**src/rtl/core/assert_macros.svh**
```systemverilog
// Assertion macros for the receiver's RTL.
`ifndef ASSERT_MACROS_SVH
`define ASSERT_MACROS_SVH

// Clocked assertion. It is off while reset is asserted.
`define CRF_ASSERT(label, prop, msg) \
  label: assert property (@(posedge clk_i) disable iff (!rst_ni) (prop)) else $error(msg);

// Clocked assertion that is also checked during reset.
`define CRF_ASSERT_ALWAYS(label, prop, msg) \
  label: assert property (@(posedge clk_i) (prop)) else $error(msg);

`endif

```
**src/rtl/core/crf_pkg.sv**
```systemverilog
// Types, constants and helpers for the checksummed frame receiver.
package crf_pkg;

  // Frame limits
  localparam int unsigned MaxFrame  = 64;
  localparam int unsigned MaxFields = 12;
  localparam int unsigned MinFrame  = 7;

  localparam int unsigned CntW   = $clog2(MaxFrame + 1);  // length and count width
  localparam int unsigned AddrW  = $clog2(MaxFrame);      // payload store index
  localparam int unsigned ComW   = 4;                     // saturating comma count
  localparam int unsigned TposW  = 3;                     // saturating trailer position

  localparam int unsigned InDataW  = 8;
  localparam int unsigned OutDataW = 16;                  // status + byte, byte padded

  localparam logic [CntW-1:0]  MaxFrameC  = CntW'(MaxFrame);
  localparam logic [CntW-1:0]  MinFrameC  = CntW'(MinFrame);
  localparam logic [ComW-1:0]  MaxFieldsC = ComW'(MaxFields);
  localparam logic [ComW-1:0]  ComSat     = '1;
  localparam logic [TposW-1:0] TposSat    = '1;

  // Characters
  localparam logic [7:0] ChDollar = 8'h24;
  localparam logic [7:0] ChStar   = 8'h2A;
  localparam logic [7:0] ChComma  = 8'h2C;
  localparam logic [7:0] ChLf     = 8'h0A;
  localparam logic [7:0] ChCr     = 8'h0D;

  typedef enum logic [1:0] {
    StatOk       = 2'd0,
    StatChecksum = 2'd1,
    StatFormat   = 2'd2,
    StatOverflow = 2'd3
  } status_e;

  typedef enum logic {
    StIdle = 1'b0,
    StRecv = 1'b1
  } parse_state_e;

  // Frame outcome handed from the parser to the drain
  typedef struct packed {
    logic            start;
    logic            good;
    status_e         status;
    logic [CntW-1:0] count;
  } crf_job_t;

  // Hex digit value, bit 4 set when the character is not a hex digit
  function automatic logic [4:0] hex_value(input logic [7:0] c);
    logic [4:0] v;
    v = 5'h10;
    if (c >= 8'h30 && c <= 8'h39) begin
      v = {1'b0, c[3:0]};
    end else if ((c >= 8'h41 && c <= 8'h46) || (c >= 8'h61 && c <= 8'h66)) begin
      v = {1'b0, c[3:0] + 4'd9};
    end
    return v;
  endfunction

endpackage

```
**src/rtl/core/crf_ram.sv**
```systemverilog
// Generic single-write, single-read synchronous RAM with a registered read port.
module crf_ram #(
  parameter int unsigned Depth = 64,
  parameter int unsigned Width = 8
) (
  input  logic                     clk_i,
  input  logic                     we_i,
  input  logic [$clog2(Depth)-1:0] waddr_i,
  input  logic [Width-1:0]         wdata_i,
  input  logic                     re_i,
  input  logic [$clog2(Depth)-1:0] raddr_i,
  output logic [Width-1:0]         rdata_o
);

  logic [Width-1:0] mem [Depth];
  logic [Width-1:0] rdata_q;

  always_ff @(posedge clk_i) begin
    if (we_i) begin
      mem[waddr_i] <= wdata_i;
    end
  end

  // read data holds while re_i is low
  always_ff @(posedge clk_i) begin
    if (re_i) begin
      rdata_q <= mem[raddr_i];
    end
  end

  assign rdata_o = rdata_q;

endmodule

```
**src/rtl/core/crf_parser.sv**
```systemverilog
// Frame parser: tracks the frame, writes payload bytes, judges the frame at LF.
module crf_parser import crf_pkg::*; (
  input  logic             clk_i,
  input  logic             rst_ni,
  input  logic             acc_i,     // byte accepted this cycle
  input  logic [7:0]       byte_i,
  output logic             we_o,
  output logic [AddrW-1:0] waddr_o,
  output logic [7:0]       wdata_o,
  output crf_job_t         job_o
);

  parse_state_e     state_q, state_d;
  logic             ovf_q, ovf_d;
  logic [CntW-1:0]  flen_q, flen_d;
  logic [CntW-1:0]  pcnt_q, pcnt_d;
  logic [7:0]       xor_q, xor_d;
  logic             star_q, star_d;
  logic [TposW-1:0] tpos_q, tpos_d;
  logic [7:0]       tck_q, tck_d;
  logic             tbad_q, tbad_d;
  logic [ComW-1:0]  com_q, com_d;

  logic       is_dollar, is_lf;
  logic [4:0] nib;

  assign is_dollar = (byte_i == ChDollar);
  assign is_lf     = (byte_i == ChLf);
  assign nib       = hex_value(byte_i);

  // next state
  always_comb begin
    state_d = state_q;
    if (acc_i) begin
      if (is_dollar) begin
        state_d = StRecv;
      end else if (state_q == StRecv && is_lf) begin
        state_d = StIdle;
      end
    end
  end

  // frame bookkeeping and outcome
  always_comb begin
    ovf_d   = ovf_q;
    flen_d  = flen_q;
    pcnt_d  = pcnt_q;
    xor_d   = xor_q;
    star_d  = star_q;
    tpos_d  = tpos_q;
    tck_d   = tck_q;
    tbad_d  = tbad_q;
    com_d   = com_q;
    we_o    = 1'b0;
    job_o   = '0;
    job_o.status = StatOk;

    if (acc_i) begin
      if (is_dollar) begin
        ovf_d  = 1'b0;
        flen_d = CntW'(1);
        pcnt_d = '0;
        xor_d  = '0;
        star_d = 1'b0;
        tpos_d = '0;
        tck_d  = '0;
        tbad_d = 1'b0;
        com_d  = '0;
      end else if (state_q == StRecv) begin
        if (flen_q >= MaxFrameC) begin
          ovf_d = 1'b1;                     // byte dropped
        end else begin
          flen_d = flen_q + CntW'(1);
          if (!star_q) begin
            if (byte_i == ChStar) begin
              star_d = 1'b1;
              tpos_d = '0;
            end else begin
              we_o   = 1'b1;
              pcnt_d = pcnt_q + CntW'(1);
              xor_d  = xor_q ^ byte_i;
              if (byte_i == ChComma && com_q != ComSat) begin
                com_d = com_q + ComW'(1);
              end
            end
          end else begin
            // trailer: two hex digits, then CR LF or LF
            unique case (tpos_q) inside
              TposW'(0), TposW'(1): begin
                if (nib[4]) tbad_d = 1'b1;
                else        tck_d  = {tck_q[3:0], nib[3:0]};
              end
              TposW'(2): begin
                if (byte_i != ChCr && byte_i != ChLf) tbad_d = 1'b1;
              end
              TposW'(3): begin
                if (!is_lf) tbad_d = 1'b1;
              end
              default: tbad_d = 1'b1;
            endcase
            if (tpos_q != TposSat) tpos_d = tpos_q + TposW'(1);
          end
        end

        if (is_lf) begin
          job_o.start = 1'b1;
          job_o.count = pcnt_d;
          if (ovf_d) begin
            job_o.status = StatOverflow;
          end else if (flen_d < MinFrameC || !star_d || tbad_d ||
                       (tpos_d != TposW'(3) && tpos_d != TposW'(4))) begin
            job_o.status = StatFormat;
          end else if (xor_d != tck_d) begin
            job_o.status = StatChecksum;
          end else if (pcnt_d == '0 || com_d >= MaxFieldsC) begin
            job_o.status = StatFormat;
          end else begin
            job_o.good = 1'b1;
          end
          ovf_d = 1'b0;
        end
      end
    end
  end

  assign waddr_o = pcnt_q[AddrW-1:0];
  assign wdata_o = byte_i;

  always_ff @(posedge clk_i or negedge rst_ni) begin
    if (!rst_ni) begin
      state_q <= StIdle;
      ovf_q   <= 1'b0;
      flen_q  <= '0;
      pcnt_q  <= '0;
      xor_q   <= '0;
      star_q  <= 1'b0;
      tpos_q  <= '0;
      tck_q   <= '0;
      tbad_q  <= 1'b0;
      com_q   <= '0;
    end else begin
      state_q <= state_d;
      ovf_q   <= ovf_d;
      flen_q  <= flen_d;
      pcnt_q  <= pcnt_d;
      xor_q   <= xor_d;
      star_q  <= star_d;
      tpos_q  <= tpos_d;
      tck_q   <= tck_d;
      tbad_q  <= tbad_d;
      com_q   <= com_d;
    end
  end

endmodule

```
**src/rtl/core/crf_drain.sv**
```systemverilog
// Result drain: payload read-back or status beat into the output register.
module crf_drain import crf_pkg::*; (
  input  logic                clk_i,
  input  logic                rst_ni,
  input  crf_job_t            job_i,
  output logic                busy_o,
  output logic                re_o,
  output logic [AddrW-1:0]    raddr_o,
  input  logic [7:0]          rdata_i,
  output logic                m_tvalid_o,
  input  logic                m_tready_i,
  output logic [OutDataW-1:0] m_tdata_o,
  output logic                m_tuser_o,
  output logic                m_tlast_o
);

  logic [CntW-1:0]  rem_q, rem_d;
  logic [AddrW-1:0] ptr_q, ptr_d;
  logic             spend_q, spend_d;
  status_e          stat_q, stat_d;

  // stage 1: RAM read register plus its side information
  logic    s1_vld_q, s1_vld_d;
  logic    s1_byte_q, s1_byte_d;
  logic    s1_last_q, s1_last_d;
  status_e s1_stat_q, s1_stat_d;

  logic                out_vld_q;
  logic [OutDataW-1:0] out_data_q;
  logic                out_user_q, out_last_q;

  logic adv, s1_free, rd_issue, st_issue;

  assign adv      = !out_vld_q || m_tready_i;
  assign s1_free  = !s1_vld_q || adv;
  assign rd_issue = (rem_q != '0) && s1_free;
  assign st_issue = spend_q && s1_free;

  assign re_o    = rd_issue;
  assign raddr_o = ptr_q;
  assign busy_o  = (rem_q != '0) || spend_q || s1_vld_q;

  always_comb begin
    rem_d     = rem_q;
    ptr_d     = ptr_q;
    spend_d   = spend_q;
    stat_d    = stat_q;
    s1_vld_d  = s1_vld_q;
    s1_byte_d = s1_byte_q;
    s1_last_d = s1_last_q;
    s1_stat_d = s1_stat_q;

    // jobs only arrive while idle
    if (job_i.start) begin
      if (job_i.good) begin
        rem_d = job_i.count;
        ptr_d = '0;
      end else begin
        spend_d = 1'b1;
        stat_d  = job_i.status;
      end
    end

    if (rd_issue) begin
      rem_d     = rem_q - CntW'(1);
      ptr_d     = ptr_q + AddrW'(1);
      s1_vld_d  = 1'b1;
      s1_byte_d = 1'b1;
      s1_last_d = (rem_q == CntW'(1));
      s1_stat_d = StatOk;
    end else if (st_issue) begin
      spend_d   = 1'b0;
      s1_vld_d  = 1'b1;
      s1_byte_d = 1'b0;
      s1_last_d = 1'b1;
      s1_stat_d = stat_q;
    end else if (adv) begin
      s1_vld_d  = 1'b0;
    end
  end

  always_ff @(posedge clk_i or negedge rst_ni) begin
    if (!rst_ni) begin
      rem_q     <= '0;
      ptr_q     <= '0;
      spend_q   <= 1'b0;
      stat_q    <= StatOk;
      s1_vld_q  <= 1'b0;
      s1_byte_q <= 1'b0;
      s1_last_q <= 1'b0;
      s1_stat_q <= StatOk;
      out_vld_q <= 1'b0;
    end else begin
      rem_q     <= rem_d;
      ptr_q     <= ptr_d;
      spend_q   <= spend_d;
      stat_q    <= stat_d;
      s1_vld_q  <= s1_vld_d;
      s1_byte_q <= s1_byte_d;
      s1_last_q <= s1_last_d;
      s1_stat_q <= s1_stat_d;
      if (adv) out_vld_q <= s1_vld_q;
    end
  end

  // output payload register
  always_ff @(posedge clk_i) begin
    if (adv) begin
      out_data_q <= {(OutDataW - 10)'(0), (s1_byte_q ? rdata_i : 8'h00), s1_stat_q};
      out_user_q <= s1_byte_q;
      out_last_q <= s1_last_q;
    end
  end

  assign m_tvalid_o = out_vld_q;
  assign m_tdata_o  = out_data_q;
  assign m_tuser_o  = out_user_q;
  assign m_tlast_o  = out_last_q;

endmodule

```
**src/rtl/core/checksummed_frame_receiver.sv**
```systemverilog
// Top level of the checksummed frame receiver.
// Usage:
// - Slave stream: one received byte per beat on s_axis_tdata_i[7:0]. '$' opens or
//   reopens a frame, bytes outside a frame are dropped, the first LF closes it.
// - Master stream: one result per beat. tdata[1:0] status (ok, checksum, format,
//   overflow), tdata[9:2] payload byte; tuser marks a payload beat; tlast marks
//   the final beat of a frame.
// - A good frame gives its payload bytes as a run; a bad one gives one status beat.
// - Throughput: one byte a cycle while no results are pending. After the closing
//   LF the slave side holds tready low until every result of that frame has left
//   the read stage, one result a cycle unless the master side stalls, paced by the
//   payload RAM read port. Each result passes the read stage, then the output
//   register.
// - A stalled master side holds the output register; the drain waits behind it
//   and the byte input stays blocked until the drain empties.
// - Reset clears all control state; the payload RAM needs no clearing since only
//   entries written in the current frame are ever read.
module checksummed_frame_receiver import crf_pkg::*; (
  input  logic                clk_i,
  input  logic                rst_ni,
  input  logic                s_axis_tvalid_i,
  output logic                s_axis_tready_o,
  input  logic [InDataW-1:0]  s_axis_tdata_i,   // [7:0] rx_byte
  output logic                m_axis_tvalid_o,
  input  logic                m_axis_tready_i,
  output logic [OutDataW-1:0] m_axis_tdata_o,   // [1:0] status, [9:2] payload_byte
  output logic                m_axis_tuser_o,   // byte_present
  output logic                m_axis_tlast_o    // last_of_run
);

`include "assert_macros.svh"

  logic             acc;
  logic             drn_busy;
  logic             ram_we, ram_re;
  logic [AddrW-1:0] ram_waddr, ram_raddr;
  logic [7:0]       ram_wdata, ram_rdata;
  crf_job_t         job;

  // bytes are held off while a frame's results drain
  assign s_axis_tready_o = !drn_busy;
  assign acc             = s_axis_tvalid_i && s_axis_tready_o;

  crf_parser u_parser (
    .clk_i   (clk_i),
    .rst_ni  (rst_ni),
    .acc_i   (acc),
    .byte_i  (s_axis_tdata_i[7:0]),
    .we_o    (ram_we),
    .waddr_o (ram_waddr),
    .wdata_o (ram_wdata),
    .job_o   (job)
  );

  // payload store, written by the parser, read back by the drain
  crf_ram #(
    .Depth (MaxFrame),
    .Width (8)
  ) u_ram (
    .clk_i   (clk_i),
    .we_i    (ram_we),
    .waddr_i (ram_waddr),
    .wdata_i (ram_wdata),
    .re_i    (ram_re),
    .raddr_i (ram_raddr),
    .rdata_o (ram_rdata)
  );

  crf_drain u_drain (
    .clk_i      (clk_i),
    .rst_ni     (rst_ni),
    .job_i      (job),
    .busy_o     (drn_busy),
    .re_o       (ram_re),
    .raddr_o    (ram_raddr),
    .rdata_i    (ram_rdata),
    .m_tvalid_o (m_axis_tvalid_o),
    .m_tready_i (m_axis_tready_i),
    .m_tdata_o  (m_axis_tdata_o),
    .m_tuser_o  (m_axis_tuser_o),
    .m_tlast_o  (m_axis_tlast_o)
  );

  // the store is never written while it is read back
  `CRF_ASSERT(a_no_wr_in_drain, drn_busy |-> !ram_we, "payload write during drain")
  // a frame outcome only arrives with the drain idle
  `CRF_ASSERT(a_job_when_idle, job.start |-> !drn_busy, "frame ended while draining")
  // status beats stand alone and carry no byte
  `CRF_ASSERT(a_status_single,
              (m_axis_tvalid_o && !m_axis_tuser_o) |->
              (m_axis_tlast_o && m_axis_tdata_o[9:2] == 8'h00),
              "status beat malformed")
  // payload beats are always status ok
  `CRF_ASSERT(a_payload_ok,
              (m_axis_tvalid_o && m_axis_tuser_o) |-> (m_axis_tdata_o[1:0] == StatOk),
              "payload beat with error status")

endmodule

```
**config.mk**
```make
export PLATFORM = sky130hd
export DESIGN_NAME = checksummed_frame_receiver
export DESIGN_NICKNAME = d
export VERILOG_FILES = /design/src/rtl/core/crf_pkg.sv /design/src/rtl/core/crf_ram.sv /design/src/rtl/core/crf_parser.sv /design/src/rtl/core/crf_drain.sv /design/src/rtl/core/checksummed_frame_receiver.sv
export VERILOG_INCLUDE_DIRS = /design/src /design/src/rtl/core
export SDC_FILE = /design/constraint.sdc
export NUM_CORES = 1
export LEC_CHECK = 0
export ABC_CLOCK_PERIOD_IN_PS = 9500
export BUFFER_PORTS_ARGS = -buffer_cell sky130_fd_sc_hd__buf_4
export CORE_MARGIN = 2
export CORE_UTILIZATION = 30
export CTS_CLUSTER_DIAMETER = 150
export DETAILED_ROUTE_END_ITERATION = 10
export PLACE_DENSITY_LB_ADDON = 0.2
export SLEW_MARGIN = 20
export SYNTH_ARGS = -nofsm -noshare
export SYNTH_HDL_FRONTEND = slang
export SYNTH_SLANG_ARGS = --single-unit
```
**constraint.sdc**
```tcl
create_clock -name clk_i -period 9.5 [get_ports clk_i]
set_input_delay 1.425 -clock clk_i [delete_from_list [all_inputs] [get_ports clk_i]]
set_output_delay 1.425 -clock clk_i [all_outputs]
set_load 0.01 [all_outputs]
```
# Word level (Yosys, flattened, before mapping)
# Memory sizes are Yosys's and may differ from the RTL's. A register that Yosys moved wholly into a read port is not among the register bits.
# Cells that the tools add are included.
# totals
regBits	75
ram_bits	512
out_inout_bits	20
in_bits	12
memories	1
# op_classes
n_reduce_logical	37
addsub	7
n_lt_le_gt_ge	9
mux	118
n_bitwise	2
eq_ne	15
# memory_table
name	depth	width	rd	rd_clocked_by_memory_dff	write_ports	line	source
u_ram.mem	64	8	1	1	1	crf_ram.sv:15	logic [Width-1:0] mem [Depth];
# ops
cell	count
two-way mux 8 bit	17
two-way mux 7 bit	17
two-way mux 1 bit	50
two-way mux 11 bit	4
two-way mux 4 bit	9
two-way mux 3 bit	9
equality test 8 x 6 -> 1 bit, second input constant	3
two-way mux 6 bit	3
greater-or-equal comparator 8 x 7 -> 1 bit, second input constant	2
less-or-equal comparator 8 x 7 -> 1 bit, second input constant	2
inequality test 8 x 4 -> 1 bit, second input constant	2
adder 7 x 1 -> 7 bit, second input constant	2
two-way mux 2 bit	6
logical AND 1 bit	10
two-way mux 5 bit	2
nonzero test 2 bit	5
logical OR 1 bit	9
equality test 8 x 4 -> 1 bit, second input constant	1
greater-or-equal comparator 8 x 6 -> 1 bit, second input constant	1
less-or-equal comparator 8 x 6 -> 1 bit, second input constant	1
inequality test 8 bit	1
AND reduction 2 bit	4
bitwise XOR 8 bit	1
equality test 7 x 1 -> 1 bit, second input constant	1
21 further kinds	26

# Logic depth before layout (Yosys ltp)
# Gate-level depths: netlist of run 1.
# depth
word_depth	24
mapped_depth	13
mapped_depth_nobuf	11

# Cells and area by module
# From an unflattened synthesis of run 1, not the netlist that was laid out.
# unflattened
cells_unflattened	1494
area_unflattened_um2	25191.7
# modules_own_cells
module	area_per_inst_um2	seq_area_each_um2	instances	cells_each
crf_ram	20240.7	15615.0	1	940
crf_parser	3316.9	1026.0	1	402
crf_drain	1624.1	910.9	1	150
checksummed_frame_receiver	10.0	0.0	1	2

# Least setup slack after synthesis of run 1
# No wires, ideal clock.
# synth_path
path_kind	input port to flip-flop
startpoint	in s_axis_tdata_i[0]
endpoint	reg u_drain.rem_q[0]
required_ps	9374
path_buffers	0
stages	11
setup_ps	126
setup_slack_ps	5505
arrival_time_ps	3869
path_cell_list	inv_1 -> ha_1 -> o21bai_1 -> a21oi_4 -> a31oi_1 -> or4_4 -> a311oi_2 -> and4_1 -> nand4_4 -> and2_4 -> a221o_1
# synth_via
elab_chain_len	22
elab_cells_between_ends	94
cone_classes	1 x add/sub; 7 x order compare; 9 x eq/ne; 60 x mux; 1 x bitwise; 16 x reduce/logical
# synth_lines
element	line	source
from (decl)	checksummed_frame_receiver.sv:23	input logic [InDataW-1:0] s_axis_tdata_i,
greater-or-equal comparator 8 x 7 -> 1 bit / less-or-equal comparator 8 x 7 -> 1 bit (equally long branches)	crf_pkg.sv:56	end else if ((c >= 8'h41 && c <= 8'h46) || (c >= 8'h61 && c <= 8'h66)) begin
logical AND 1 bit	crf_pkg.sv:56	
logical OR 1 bit	crf_pkg.sv:56	
two-way mux 5 bit	crf_pkg.sv:56	
two-way mux 5 bit	crf_pkg.sv:54	if (c >= 8'h30 && c <= 8'h39) begin
two-way mux 8 bit / two-way mux 1 bit (equally long branches)	crf_parser.sv:90	if (nib[4]) tbad_d = 1'b1;
two-way mux 8 bit / one-hot mux 1 bit (3 select lines) (equally long branches)	crf_parser.sv:88	unique case (tpos_q) inside
two-way mux 8 bit / two-way mux 1 bit (equally long branches)	crf_parser.sv:74	if (!star_q) begin
(+6 left out)	--	
two-way mux 1 bit	crf_parser.sv:110	end else if (flen_d < MinFrameC || !star_d || tbad_d ||
two-way mux 1 bit	crf_parser.sv:108	if (ovf_d) begin
two-way mux 11 bit	crf_parser.sv:105	if (is_lf) begin
two-way mux 11 bit	crf_parser.sv:69	end else if (state_q == StRecv) begin
two-way mux 11 bit (*)	crf_parser.sv:59	if (is_dollar) begin
two-way mux 11 bit (*)	crf_parser.sv:58	if (acc_i) begin
nonzero test 2 bit (no source line)	--	
AND reduction 2 bit (no source line)	--	
to (signal assigned)	crf_drain.sv:94	rem_q <= rem_d;
to (decl)	crf_drain.sv:17	logic [CntW-1:0] rem_q, rem_d;
# Every way passes the cells marked *; elsewhere a longest branch is shown, timed or not. The select of a mux whose other input is x is not followed.
# A chain may end at the register's enable or synchronous reset.

# Worst setup path in the final report of run 1
# layout_path
startpoint	in s_axis_tdata_i[4]
endpoint	mem u_ram.mem[51][0] (enable)
# layout_via
elab_chain_len	9
elab_cells_between_ends	10
cone_classes	2 x eq/ne; 8 x mux
# layout_lines
element	line	source
equality test 8 x 6 -> 1 bit	crf_parser.sv:75	if (byte_i == ChStar) begin
two-way mux 1 bit	crf_parser.sv:75	
two-way mux 1 bit	crf_parser.sv:74	
two-way mux 1 bit	crf_parser.sv:70	if (flen_q >= MaxFrameC) begin
two-way mux 1 bit	crf_parser.sv:69	
two-way mux 1 bit (*)	crf_parser.sv:59	
two-way mux 1 bit (*)	crf_parser.sv:58	
two-way mux 1 bit (*)	crf_ram.sv:19	if (we_i) begin
two-way mux 1 bit (not written as such) (*)	crf_ram.sv:20	mem[waddr_i] <= wdata_i;
to (decl)	crf_ram.sv:15	
# Every way passes the cells marked *; elsewhere a longest branch is shown, timed or not.

==> Flow_metrics.wiki, run 1 <==
{| class="wikitable"
! Metric !! Value
|-
| Peak fanout along the critical path || 69
|-
| Number of nets in the final layout || 1394
|-
| Setup Skew || 0.0352 ns
|-
| RSZ-0062 raised after global routing || no
|-
| Syn. warnings || 0
|-
| Largest cells by area after synthesis || edfxtp_1 (65%), mux4_2 (15%), dfrtp_1 (6.4%)
|-
| Dominant synthesized flop cell || edfxtp_1
|-
| Max-slew violation count || 0
|-
| Initial DRT Pass Iterations || 5
|-
| Diodes inserted || 0
|-
| Detailed-route vias per instance || 5.04
|-
| Count of maximum capacitance violations || 0
|-
| Root buffer cell || clkbuf_16
|-
| I/O pin total || 32
|-
| Launching element type of the critical path || input pin
|-
| Violation count after the first detailed-route iteration || 1050
|-
| Hold buffer count at cts || 0
|-
| Max_slew headroom || 0.263
|-
| Count of H-tree levels built during CTS || 3
|-
| Clock latency on the worst-skew pair || 0.63 ns
|-
| Average cell area after synthesis || 18.5 um2
|-
| Area added between synthesis and finish || 13.7%
|-
| Share of the synthesized area in the top cell type || 0.650
|-
| Count of antenna-violating nets left after detailed routing || 0
|-
| Final Hold Violating Endpoints || 0
|-
| Global-route wire length before repair || 90400 um
|-
| TritonCTS clock tree || built
|-
| DRC violation count after routing || 0
|-
| Clock sink total || 595
|-
| Share of final-layout standard cells stronger than drive strength 1 || 0.226
|-
| Final cycle utilization of the critical path || 0.552
|-
| Placed wire-length estimate after detailed placement || 37600 um
|-
| Synthesized instance count || 1328
|-
| # Post-CTS Setup Buffers || 0
|-
| Port bufs || 25
|-
| Synth cell types || 76
|-
| Largest net degree at the start of global routing || 112
|-
| Gpl congestion || 0.774
|-
| Worst vdd rail ir drop || 242 uV
|-
| Floorplan core area || 80800 um2
|-
| Transition time at the pin with the least slew margin || 1.11 ns
|-
| Static leakage || 8.85 nW
|-
| Most frequently used cell type in the post-synthesis netlist || edfxtp_1
|-
| Sum of overflow across all layers after global routing || 0
|-
| Setup-failing EPs final || 0
|-
| Launch point of the worst path || s_axis_tdata_i[4]
|-
| Power per cell area || 250 nW/um2
|-
| Crit path capture type || flip-flop
|-
| Cell type with the largest total area after synthesis || edfxtp_1
|-
| Sequential Area || 17600 um2
|-
| Worst EP arrival || 5.48 ns
|-
| Synthesis-stage register bit count || 595
|-
| Resize count post-CTS || 0
|-
| Initial core utilization || 0.304
|-
| Number of vias in the routed layout || 12500
|-
| Cell area after synthesis || 24600 um2
|-
| Startpoint of the most critical register-to-register path || u_drain.rem_q[0]$_DFFE_PN0P_
|-
| Die W || 290 um
|-
| Number of global-route vias before repair || 12900
|-
| Run status || finished, final reports clean
|-
| Initial antenna violation count || 5
|-
| Number of buffers between clock root and the deepest sink || 3
|-
| Type of the worst setup path || in2reg
|-
| Class of the tightest hold or removal check || reg2reg
|-
| Number of fill cells in the layout || 7571
|-
| Global router's overall resource usage || 0.146
|-
| Total wire length after detailed routing || 61100 um
|-
| Die Span Y || 290 um
|-
| Final critical-path required period || 5.24 ns
|-
| Synth top cells by count || edfxtp_1 (532), mux4_2 (168), nor2_1 (104)
|-
| CTS clock-pin slew for the worst setup and hold paths || 0.05 ns
|-
| DR WL/cell || 24.6 um
|-
| Number of buffers inserted during clock tree synthesis || 66
|-
| Number of placement rows || 104
|-
| Post-synth EDFFs || 532
|-
| Async set or reset register ratio after synthesis || 0.106
|-
| Maximum frequency from static timing analysis || 0.191 GHz
|-
| Area taken by multi-input logic gates || 6710 um2
|-
| WP data required || 9.74 ns
|-
| Total negative setup slack || 0 ns
|-
| Overall power of the completed layout || 6.99 mW
|-
| Launch instance of the worst min-delay path || u_drain.s1_stat_q[1]$_DFFE_PN0P_
|-
| Part of the Yosys area used for sequential elements || 0.714
|-
| DIE AREA || 84300 um2
|}
-- metrics by stage --
step	util	area [um2]	cells	setup slack, ns	hold WS, ns
5_1_grt	0.346	28000	2479	3.99	0.472
2_1_floorplan	-	24600	1333	5.50	0.425
4_1_cts	0.346	28000	2479	4.25	0.457
3_3_place_gp	0.321	25900	2358	3.69	0.443
3_5_place_dp	0.321	25900	2358	3.57	0.443
6_report	0.346	28000	2479	4.26	0.450
-- registers in the layout (all words and copies together), names as in the netlist, 3 cells and up --
signal and cells:
u_drain.m_tdata_o 10, u_drain.raddr_o 6, u_drain.rem_q 7, u_parser.com_q 4
u_parser.flen_q 7, u_parser.pcnt_q 7, u_parser.tck_q 8, u_parser.tpos_q 3
u_parser.xor_q 8, u_ram.mem 512, u_ram.rdata_o 8
-- critical path: stages --
cell and delay [ns]:
buf_4 0.58, or4b_1 0.52, nor3_2 0.16, and4b_1 0.72
nand2_1 0.20, nor2_1 0.58, nand3_1 0.52, nor2_1 0.69
-- power breakdown --
part	switching (mW)	total [mW]	internal [mW]
clock network	1.08	2.42	1.35
logic	0.778	1.55	0.769
registers	0.0928	3.02	2.93
total	1.95	6.99	5.04
-- cell families (layout without fill, tap and decap cells) --
| group | after synthesis | in the layout | share of synthesized area |
|---|---|---|---|
| DFF | 595 | 595 | 0.714 |
| and+or+nand+nor | 287 | 287 | 0.0587 |
| muxes | 176 | 176 | 0.157 |
| AOI/OAI and AO/OA | 141 | 141 | 0.0381 |
| buffers and inverters | 86 | 172 | 0.0144 |
| xor gates and xnor gates | 26 | 26 | 0.00957 |
| adders and majority gates | 16 | 16 | 0.00814 |
| other | 1 | 6 | 0.000152 |
-- cell usage in the layout (no fill, tap or decap), types with 6 or more instances in the layout --
cell type	count
a21oi_1	22
a22o_1	6
a31oi_1	8
and2_1	12
and3_1	11
buf_4	36
clkbuf_1	18
clkbuf_16	67
clkinv_1	14
clkinv_2	13
conb_1	6
dfrtp_1	60
edfxtp_1	532
ha_1	16
inv_1	14
mux2i_1	7
mux4_2	168
nand2_1	59
nand2b_1	7
nand3_1	26
nor2_1	103
nor2b_1	7
nor3_1	13
o211ai_1	6
o21ai_0	48
o21ai_1	6
o31ai_1	9
or3_1	8
xnor2_1	15
xor2_1	10
-- final cells by class --
type / count / share of cell area
tap: 1060 / 0.0474
inverter: 14 / 0.00188
sequential: 595 / 0.628
clock inverter: 36 / 0.0102
timing repair buffer: 37 / 0.0104
clock buffer: 85 / 0.0624
multi-input combinational: 652 / 0.240
-- layer usage --
layer	routed length, um	global-route usage	share of wire	vias to the layer above
li1	-	-	-	5448
met1	27300	0.204	0.45	6619
met2	28800	0.229	0.47	352
met3	3520	0.0337	0.058	87
met4	1390	0.0401	0.023	0
met5	0	0	0	-
-- path summary, 6_finish.rpt --
path | to | slack (ns) | depth (start not counted)
max | u_ram.mem[51][0]$_DFFE_PP_ | 4.26 | 8
min | u_drain.m_tdata_o[1]$_DFFE_PP_ | 0.45 | 0
max reg2reg | u_ram.mem[51][0]$_DFFE_PP_ | 5.04 | 9
min reg2reg | u_drain.m_tdata_o[1]$_DFFE_PP_ | 0.45 | 0
max in group asynchronous | u_drain.raddr_o[0]$_DFFE_PN0P_ | 7.89 | 1
min in group asynchronous | u_drain.m_tvalid_o$_DFFE_PN0P_ | 0.93 | 1
No activity file was read; power rests on OpenSTA's default activity.
==> inputs of run 2 (changes only) <==
--- a/config.mk
+++ b/config.mk
@@ -6,7 +6,7 @@
 export SDC_FILE = /design/constraint.sdc
 export NUM_CORES = 1
 export LEC_CHECK = 0
-export ABC_CLOCK_PERIOD_IN_PS = 9500
+export ABC_CLOCK_PERIOD_IN_PS = 5270
 export BUFFER_PORTS_ARGS = -buffer_cell sky130_fd_sc_hd__buf_4
 export CORE_MARGIN = 2
 export CORE_UTILIZATION = 30
==> constraint.sdc (replaced) <==
create_clock -name clk_i -period 5.27 [get_ports clk_i]
set_input_delay 0.7905 -clock clk_i [delete_from_list [all_inputs] [get_ports clk_i]]
set_output_delay 0.7905 -clock clk_i [all_outputs]
set_load 0.01 [all_outputs]
==> Flow_metrics.wiki, run 2 (synthesis gave the netlist of run 1 again) <==
{| class="wikitable"
! Metric !! Value
|-
| WP data required || 5.75 ns (-3.99 ns)
|-
| Initial DRT Pass Iterations || 5 (unchanged)
|-
| Count of antenna-violating nets left after detailed routing || 0 (unchanged)
|-
| Die Span Y || 290 um (unchanged)
|-
| # Post-CTS Setup Buffers || 0 (unchanged)
|-
| Number of fill cells in the layout || 7583 (+0.16%)
|-
| Max-slew violation count || 0 (unchanged)
|-
| Sum of overflow across all layers after global routing || 0 (unchanged)
|-
| Resize count post-CTS || 0 (unchanged)
|-
| DRC violation count after routing || 0 (unchanged)
|-
| Static leakage || 9.07 nW (+2.5%)
|-
| Largest net degree at the start of global routing || 74 (-34%)
|-
| DIE AREA || 84300 um2 (unchanged)
|-
| DR WL/cell || 24.2 um (-1.9%)
|-
| Diodes inserted || 0 (unchanged)
|-
| Final critical-path required period || 3.85 ns
|-
| Number of buffer and inverter instances along the worst setup path || 2 (+1)
|-
| Placed wire-length estimate after detailed placement || 38200 um (+1.5%)
|-
| Die W || 290 um (unchanged)
|-
| Run status || finished, final reports clean
|-
| Number of vias in the routed layout || 12500 (-0.24%)
|-
| Initial core utilization || 0.304 (unchanged)
|-
| Cell occurring most often along the worst timing path || and4_1
|-
| Transition time at the pin with the least slew margin || 1.04 ns (-0.0616 ns)
|-
| Overall power of the completed layout || 12.8 mW (+83%)
|-
| Global-route wire length before repair || 90000 um (-0.47%)
|-
| Final Hold Violating Endpoints || 0 (unchanged)
|-
| Most common library cell in the layout ignoring fill and taps || edfxtp_1
|-
| RSZ-0062 raised after global routing || no
|-
| Worst vdd rail ir drop || 286 uV (+18%)
|-
| Gpl congestion || 0.786 (+1.6%)
|-
| Peak fanout along the critical path || 15 (-78%)
|-
| I/O pin total || 32 (unchanged)
|-
| Final cycle utilization of the critical path || 0.731
|-
| Detailed-route vias per instance || 4.98 (-1.4%)
|-
| Number of global-route vias before repair || 12800 (-0.68%)
|-
| Violation count after the first detailed-route iteration || 991 (-5.6%)
|-
| Clock latency on the worst-skew pair || 0.60 ns (-0.03 ns)
|-
| Hold buffer count at cts || 0 (unchanged)
|-
| Setup-failing EPs final || 0 (unchanged)
|-
| Setup Skew || 0.0252 ns (-0.0100 ns)
|-
| Total negative setup slack || 0 ns (unchanged)
|-
| Area added between synthesis and finish || 15.2%
|-
| Initial antenna violation count || 2 (-3)
|-
| Clock sink total || 595 (unchanged)
|-
| Largest register by flop count || u_ram.mem
|-
| Number of placement rows || 104 (unchanged)
|-
| Power per cell area || 452 nW/um2 (+81%)
|-
| Cell with the largest stage delay on the worst path || dfrtp_1
|-
| Number of flip-flops under the largest register name || 512 (unchanged)
|-
| TritonCTS clock tree || built
|-
| Class of the tightest hold or removal check || in2async
|-
| Number of buffers between clock root and the deepest sink || 3 (unchanged)
|-
| CTS clock-pin slew for the worst setup and hold paths || 0.06 ns (about the same)
|-
| Share of final-layout standard cells stronger than drive strength 1 || 0.247 (+0.0219)
|-
| Root buffer cell || clkbuf_16
|-
| Count of maximum capacitance violations || 0 (unchanged)
|-
| Launching element type of the critical path || flip-flop
|-
| Crit path capture type || flip-flop
|-
| Floorplan core area || 80800 um2 (unchanged)
|-
| Number of nets in the final layout || 1427 (+2.4%)
|-
| Type of the worst setup path || reg2reg
|-
| Leading cell types in the layout, fill and taps excluded || edfxtp_1 (532), mux4_2 (168), nor2_1 (103)
|-
| Count of H-tree levels built during CTS || 3 (unchanged)
|-
| Maximum frequency from static timing analysis || 0.260 GHz
|-
| Cell breakdown of the critical path || inv_1 > ha_1 > nor3b_1 > and4_1 > and4b_1 > buf_4 > nand2_1 > nor3_1 > and4_1 > nand4_4 > and2_4 > a221o_1
|-
| Number of buffers inserted during clock tree synthesis || 67 (+1.5%)
|-
| Biggest cell delay along the critical path || 0.44 ns (-0.28 ns)
|-
| Worst EP arrival || 4.33 ns (-1.15 ns)
|-
| Top Family by Delay on Critical Path || simple AND/OR/NAND/NOR gates
|-
| Port bufs || 25 (unchanged)
|-
| Max_slew headroom || 0.304 (+0.0411)
|-
| Global router's overall resource usage || 0.145 (-0.000563)
|-
| Total wire length after detailed routing || 60600 um (-0.83%)
|}
run 2: cell types whose count changed in the layout (fill, tap and decap cells not counted), sizes merged:
| cell | change |
|---|---|
| clkinv | -5 |
| buf | +32 |
| bufinv | +3 |
| clkinvlp | +3 |
| inv | -3 |
| clkbuf | -2 |
run 2: through the flow:
| step | util | std cells | cell area (um2) | hold slack (ns) | setup WS (ns) |
|---|---|---|---|---|---|
| 3_5_place_dp | 0.324 | 2390 | 26200 | 0.451 | 0.845 |
| 3_3_place_gp | 0.324 | 2390 | 26200 | 0.452 | 0.909 |
| 2_1_floorplan | - | 1333 | 24600 | 0.425 | 1.91 |
| 4_1_cts | 0.350 | 2507 | 28300 | 0.337 | 1.41 |
| 5_1_grt | 0.350 | 2507 | 28300 | 0.374 | 1.11 |
| 6_report | 0.350 | 2507 | 28300 | 0.327 | 1.42 |
run 2: worst paths after layout:
kind,start,slack (ns),to,cells after the start
max,u_drain.rem_q[0]$_DFFE_PN0P_,1.42,u_drain.rem_q[0]$_DFFE_PN0P_,12
min,rst_ni,0.33,u_drain.m_tvalid_o$_DFFE_PN0P_,1
max reg2reg,u_drain.rem_q[0]$_DFFE_PN0P_,1.42,u_drain.rem_q[0]$_DFFE_PN0P_,12
min reg2reg,u_drain.s1_last_q$_DFFE_PN0P_,0.47,u_drain.m_tlast_o$_DFFE_PP_,0
max in group asynchronous,rst_ni,4.24,u_drain.raddr_o[1]$_DFFE_PN0P_,1
min in group clk_i,u_drain.s1_last_q$_DFFE_PN0P_,0.47,u_drain.m_tlast_o$_DFFE_PP_,0
run 2: power by group:
group	switching [mW]	internal [mW]	total (mW)
clock network	1.84	2.66	4.49
registers	0.261	5.28	5.54
logic	1.35	1.42	2.77
total	3.45	9.35	12.8
run 2: worst reg2reg max path: cells and delay by family (launching register included):
| kind | cells | cell delay (ns) |
|---|---|---|
| buffers and inverters | 2 | 0.34 |
| flip-flops | 1 | 0.44 |
| AO/OA/AOI/OAI | 1 | 0.34 |
| adder cells (fa/ha/maj) | 1 | 0.24 |
| AND/OR/NAND/NOR | 8 | 2.37 |
run 2: area by class of cell:
| type | count | area [um2] | share of cell area |
|---|---|---|---|
| multi-input cells | 652 | 6710 | 0.237 |
| inverters | 14 | 52.6 | 0.00186 |
| clock inverters | 34 | 273 | 0.00963 |
| repair buffers | 69 | 568 | 0.0201 |
| clock buffers | 83 | 1830 | 0.0647 |
| flip-flops and latches | 595 | 17600 | 0.620 |
| well taps | 1060 | 1330 | 0.0468 |
run 2: routing by layer:
layer | track usage | vias up | wire, um | share of wire
li1 | - | 5514 | - | -
met1 | 0.205 | 6590 | 27700 | 0.46
met2 | 0.227 | 287 | 28500 | 0.47
met3 | 0.0324 | 83 | 3040 | 0.050
met4 | 0.0372 | 2 | 1300 | 0.021
met5 | 0 | - | 13 | 0.00021
==> inputs of run 3 (changes only) <==
--- a/config.mk
+++ b/config.mk
@@ -6,7 +6,7 @@
 export SDC_FILE = /design/constraint.sdc
 export NUM_CORES = 1
 export LEC_CHECK = 0
-export ABC_CLOCK_PERIOD_IN_PS = 5270
+export ABC_CLOCK_PERIOD_IN_PS = 3300
 export BUFFER_PORTS_ARGS = -buffer_cell sky130_fd_sc_hd__buf_4
 export CORE_MARGIN = 2
 export CORE_UTILIZATION = 30
==> constraint.sdc (replaced) <==
create_clock -name clk_i -period 3.3 [get_ports clk_i]
set_input_delay 0.495 -clock clk_i [delete_from_list [all_inputs] [get_ports clk_i]]
set_output_delay 0.495 -clock clk_i [all_outputs]
set_load 0.01 [all_outputs]
==> Flow_metrics.wiki, run 3 (synthesis gave the netlist of run 1 again) <==
{| class="wikitable"
! Metric !! Value
|-
| Count of antenna-violating nets left after detailed routing || 0 (unchanged)
|-
| Number of nets in the final layout || 1486 (+4.1%)
|-
| Count of maximum capacitance violations || 0 (unchanged)
|-
| Detailed-route vias per instance || 4.96 (-0.26%)
|-
| Failing checks || hold timing
|-
| RSZ-0062 raised after global routing || yes
|-
| Gpl congestion || 0.768 (-2.3%)
|-
| Number of vias in the routed layout || 12700 (+2.0%)
|-
| Placed wire-length estimate after detailed placement || 39900 um (+4.5%)
|-
| Count of H-tree levels built during CTS || 3 (unchanged)
|-
| Number of cells on the worst reg-to-reg path || 10 (-2)
|-
| Launch point of the worst path || u_drain.rem_q[1]$_DFFE_PN0P_
|-
| Final Util || 0.358 (+0.00771)
|-
| Total wire length after detailed routing || 61400 um (+1.3%)
|-
| Transition time at the pin with the least slew margin || 0.938 ns (-0.106 ns)
|-
| Largest register by flop count || u_ram.mem
|-
| I/O pin total || 32 (unchanged)
|-
| Port bufs || 25 (unchanged)
|-
| Type of the worst setup path || reg2reg
|-
| Initial DRT Pass Iterations || 5 (unchanged)
|-
| WP data required || 3.52 ns (-2.23 ns)
|-
| Number of global-route vias before repair || 13100 (+2.7%)
|-
| Class of the tightest hold or removal check || in2async
|-
| Violation count after the first detailed-route iteration || 1123 (+13%)
|-
| Number of buffers inserted during clock tree synthesis || 66 (-1.5%)
|-
| Number of fill cells in the layout || 7521 (-0.82%)
|-
| Clock latency on the worst-skew pair || 0.61 ns (about the same)
|-
| Relative contribution of combinational cells to total power || 0.228 (+0.012)
|-
| Sum of overflow across all layers after global routing || 0 (unchanged)
|-
| Max_slew headroom || 0.373 (+0.0686)
|-
| Maximum frequency from static timing analysis || 0.310 GHz (+19%)
|-
| Worst vdd rail ir drop || 386 uV (+35%)
|-
| Global-route wire length before repair || 91300 um (+1.5%)
|-
| TritonCTS clock tree || built
|-
| Peak fanout along the critical path || 8 (-7)
|-
| Initial antenna violation count || 2 (unchanged)
|-
| DR WL/cell || 23.9 um (-0.94%)
|-
| Number of placement rows || 104 (unchanged)
|-
| Area added between synthesis and finish || 17.7%
|-
| Startpoint of the most critical register-to-register path || u_drain.rem_q[1]$_DFFE_PN0P_
|-
| Number of flip-flops under the largest register name || 512 (unchanged)
|-
| Share of total power consumed by net switching || 0.265 (-0.00397)
|-
| Crit path capture type || flip-flop
|-
| Final critical-path required period || 3.23 ns (-0.623 ns)
|-
| Share of power burned in registers || 0.419 (-0.014)
|-
| Die Span Y || 290 um (unchanged)
|-
| Max-slew violation count || 0 (unchanged)
|-
| # Post-CTS Setup Buffers || 0 (unchanged)
|-
| Worst EP arrival || 3.45 ns (-0.88 ns)
|-
| Part of the total power dissipated in the clock network || 0.353 (+0.002)
|-
| Number of placed instances, taps included || 2450 (+2.5%)
|-
| Setup-failing EPs final || 0 (unchanged)
|-
| Slack of the worst reg-to-reg path || 0.07 ns (-1.35 ns)
|-
| Static leakage || 9.38 nW (+3.4%)
|-
| Final cell count without fillers || 2565 (+2.3%)
|-
| Clock sink total || 595 (unchanged)
|-
| Run status || complete, but fails checks
|-
| Sw Pwr || 5.47 mW (+59%)
|-
| Launching element type of the critical path || flip-flop
|-
| Leading cell types in the layout, fill and taps excluded || edfxtp_1 (532), mux4_2 (168), buf_4 (120)
|-
| CTS clock-pin slew for the worst setup and hold paths || 0.06 ns (about the same)
|-
| Floorplan core area || 80800 um2 (unchanged)
|-
| Internal power || 15.2 mW (+62%)
|-
| Diodes inserted || 0 (unchanged)
|-
| Initial core utilization || 0.304 (unchanged)
|-
| Number of buffers between clock root and the deepest sink || 3 (unchanged)
|-
| Overall power of the completed layout || 20.6 mW (+61%)
|-
| DIE AREA || 84300 um2 (unchanged)
|-
| Final cycle utilization of the critical path || 0.978 (+0.248)
|-
| Setup Skew || 0.0274 ns (+0.00227 ns)
|-
| Global router's overall resource usage || 0.147 (+0.00157)
|-
| R2r endpoint || u_ram.mem[48][6]$_DFFE_PP_
|-
| Power per cell area || 713 nW/um2 (+58%)
|-
| Most common library cell in the layout ignoring fill and taps || edfxtp_1
|-
| DRC violation count after routing || 0 (unchanged)
|-
| Total negative setup slack || 0 ns (unchanged)
|-
| Root buffer cell || clkbuf_16
|-
| Largest net degree at the start of global routing || 67 (-9.5%)
|-
| Share of final-layout standard cells stronger than drive strength 1 || 0.296 (+0.0483)
|-
| Final Hold Violating Endpoints || 1 (+1)
|-
| Die W || 290 um (unchanged)
|-
| Hold Slack || -0.00422 ns (-0.332 ns)
|}
==> run 3: cell types whose count changed in the layout (fill, tap and decap cells not counted), moves of 3 or more <==
cell and delta:
buf_4 +55, nor2_1 -33, nor2_2 +33, clkinv_2 -6
buf_12 +5, clkbuf_16 -3, clkinvlp_4 -3
==> run 3: per-layer routing <==
| metal | track usage | up-vias | wire [um] |
|---|---|---|---|
| met5 | 0 | - | 0 |
| met3 | 0.0324 | 71 | 3290 |
| met1 | 0.205 | 6737 | 27900 |
| met2 | 0.231 | 318 | 29100 |
| met4 | 0.0420 | 0 | 1150 |
| li1 | - | 5605 | - |
==> run 3: layout make-up <==
| class | count | area (um2) | area share |
|---|---|---|---|
| clock inverter | 31 | 338 | 0.0117 |
| timing repair buffer | 129 | 1080 | 0.0374 |
| tap | 1060 | 1330 | 0.0458 |
| inverter | 14 | 52.6 | 0.00182 |
| sequential | 595 | 17600 | 0.607 |
| multi-input combinational | 652 | 6790 | 0.235 |
| clock buffer | 84 | 1790 | 0.0619 |
==> run 3: critical path, stage by stage, from the launching register on <==
cell and delay (ns):
dfrtp_1 0.37, inv_1 0.08, ha_1 0.16, nor3b_1 0.23, and4_1 0.27, and4b_1 0.31
nand2_1 0.12, nor2_1 0.10, buf_4 0.17, nand3_1 0.26, nor2_1 0.77
==> run 3: through the flow <==
stage,area [um2],setup WS [ns]
2_1_floorplan,24600,0.179
3_3_place_gp,26700,-0.0834
3_5_place_dp,26700,-0.143
4_1_cts,28900,0.0415
5_1_grt,28900,-0.143
6_report,28900,0.0712
==> run 3: repair_timing <==
action / 4_1_cts / 5_1_grt
resized for setup: 0 / 35
hold buffers: 0 / 0
endpoints found under the setup margin: 0 / 237
==> run 3: worst max path at each step <==
stage	to	cells after the start
2_1_floorplan	u_ram.rdata_o[1]$_DFFE_PP_	6
3_3_place_gp	u_drain.raddr_o[3]$_DFFE_PN0P_	12
3_5_place_dp	u_ram.mem[48][0]$_DFFE_PP_	12
4_1_cts	u_ram.mem[48][6]$_DFFE_PP_	10
5_1_grt	u_ram.mem[55][3]$_DFFE_PP_	10
6_report	u_ram.mem[48][6]$_DFFE_PP_	10
==> run 3: power by group through the flow <==
stage	sequential (mW)	combinational [mW]	clock, mW
2_1_floorplan	8.66	3.15	0
4_1_cts	8.65	4.83	7.49
3_3_place_gp	8.81	4.82	0
3_5_place_dp	8.80	4.82	0
6_report	8.65	4.69	7.29
5_1_grt	8.67	5.02	7.77
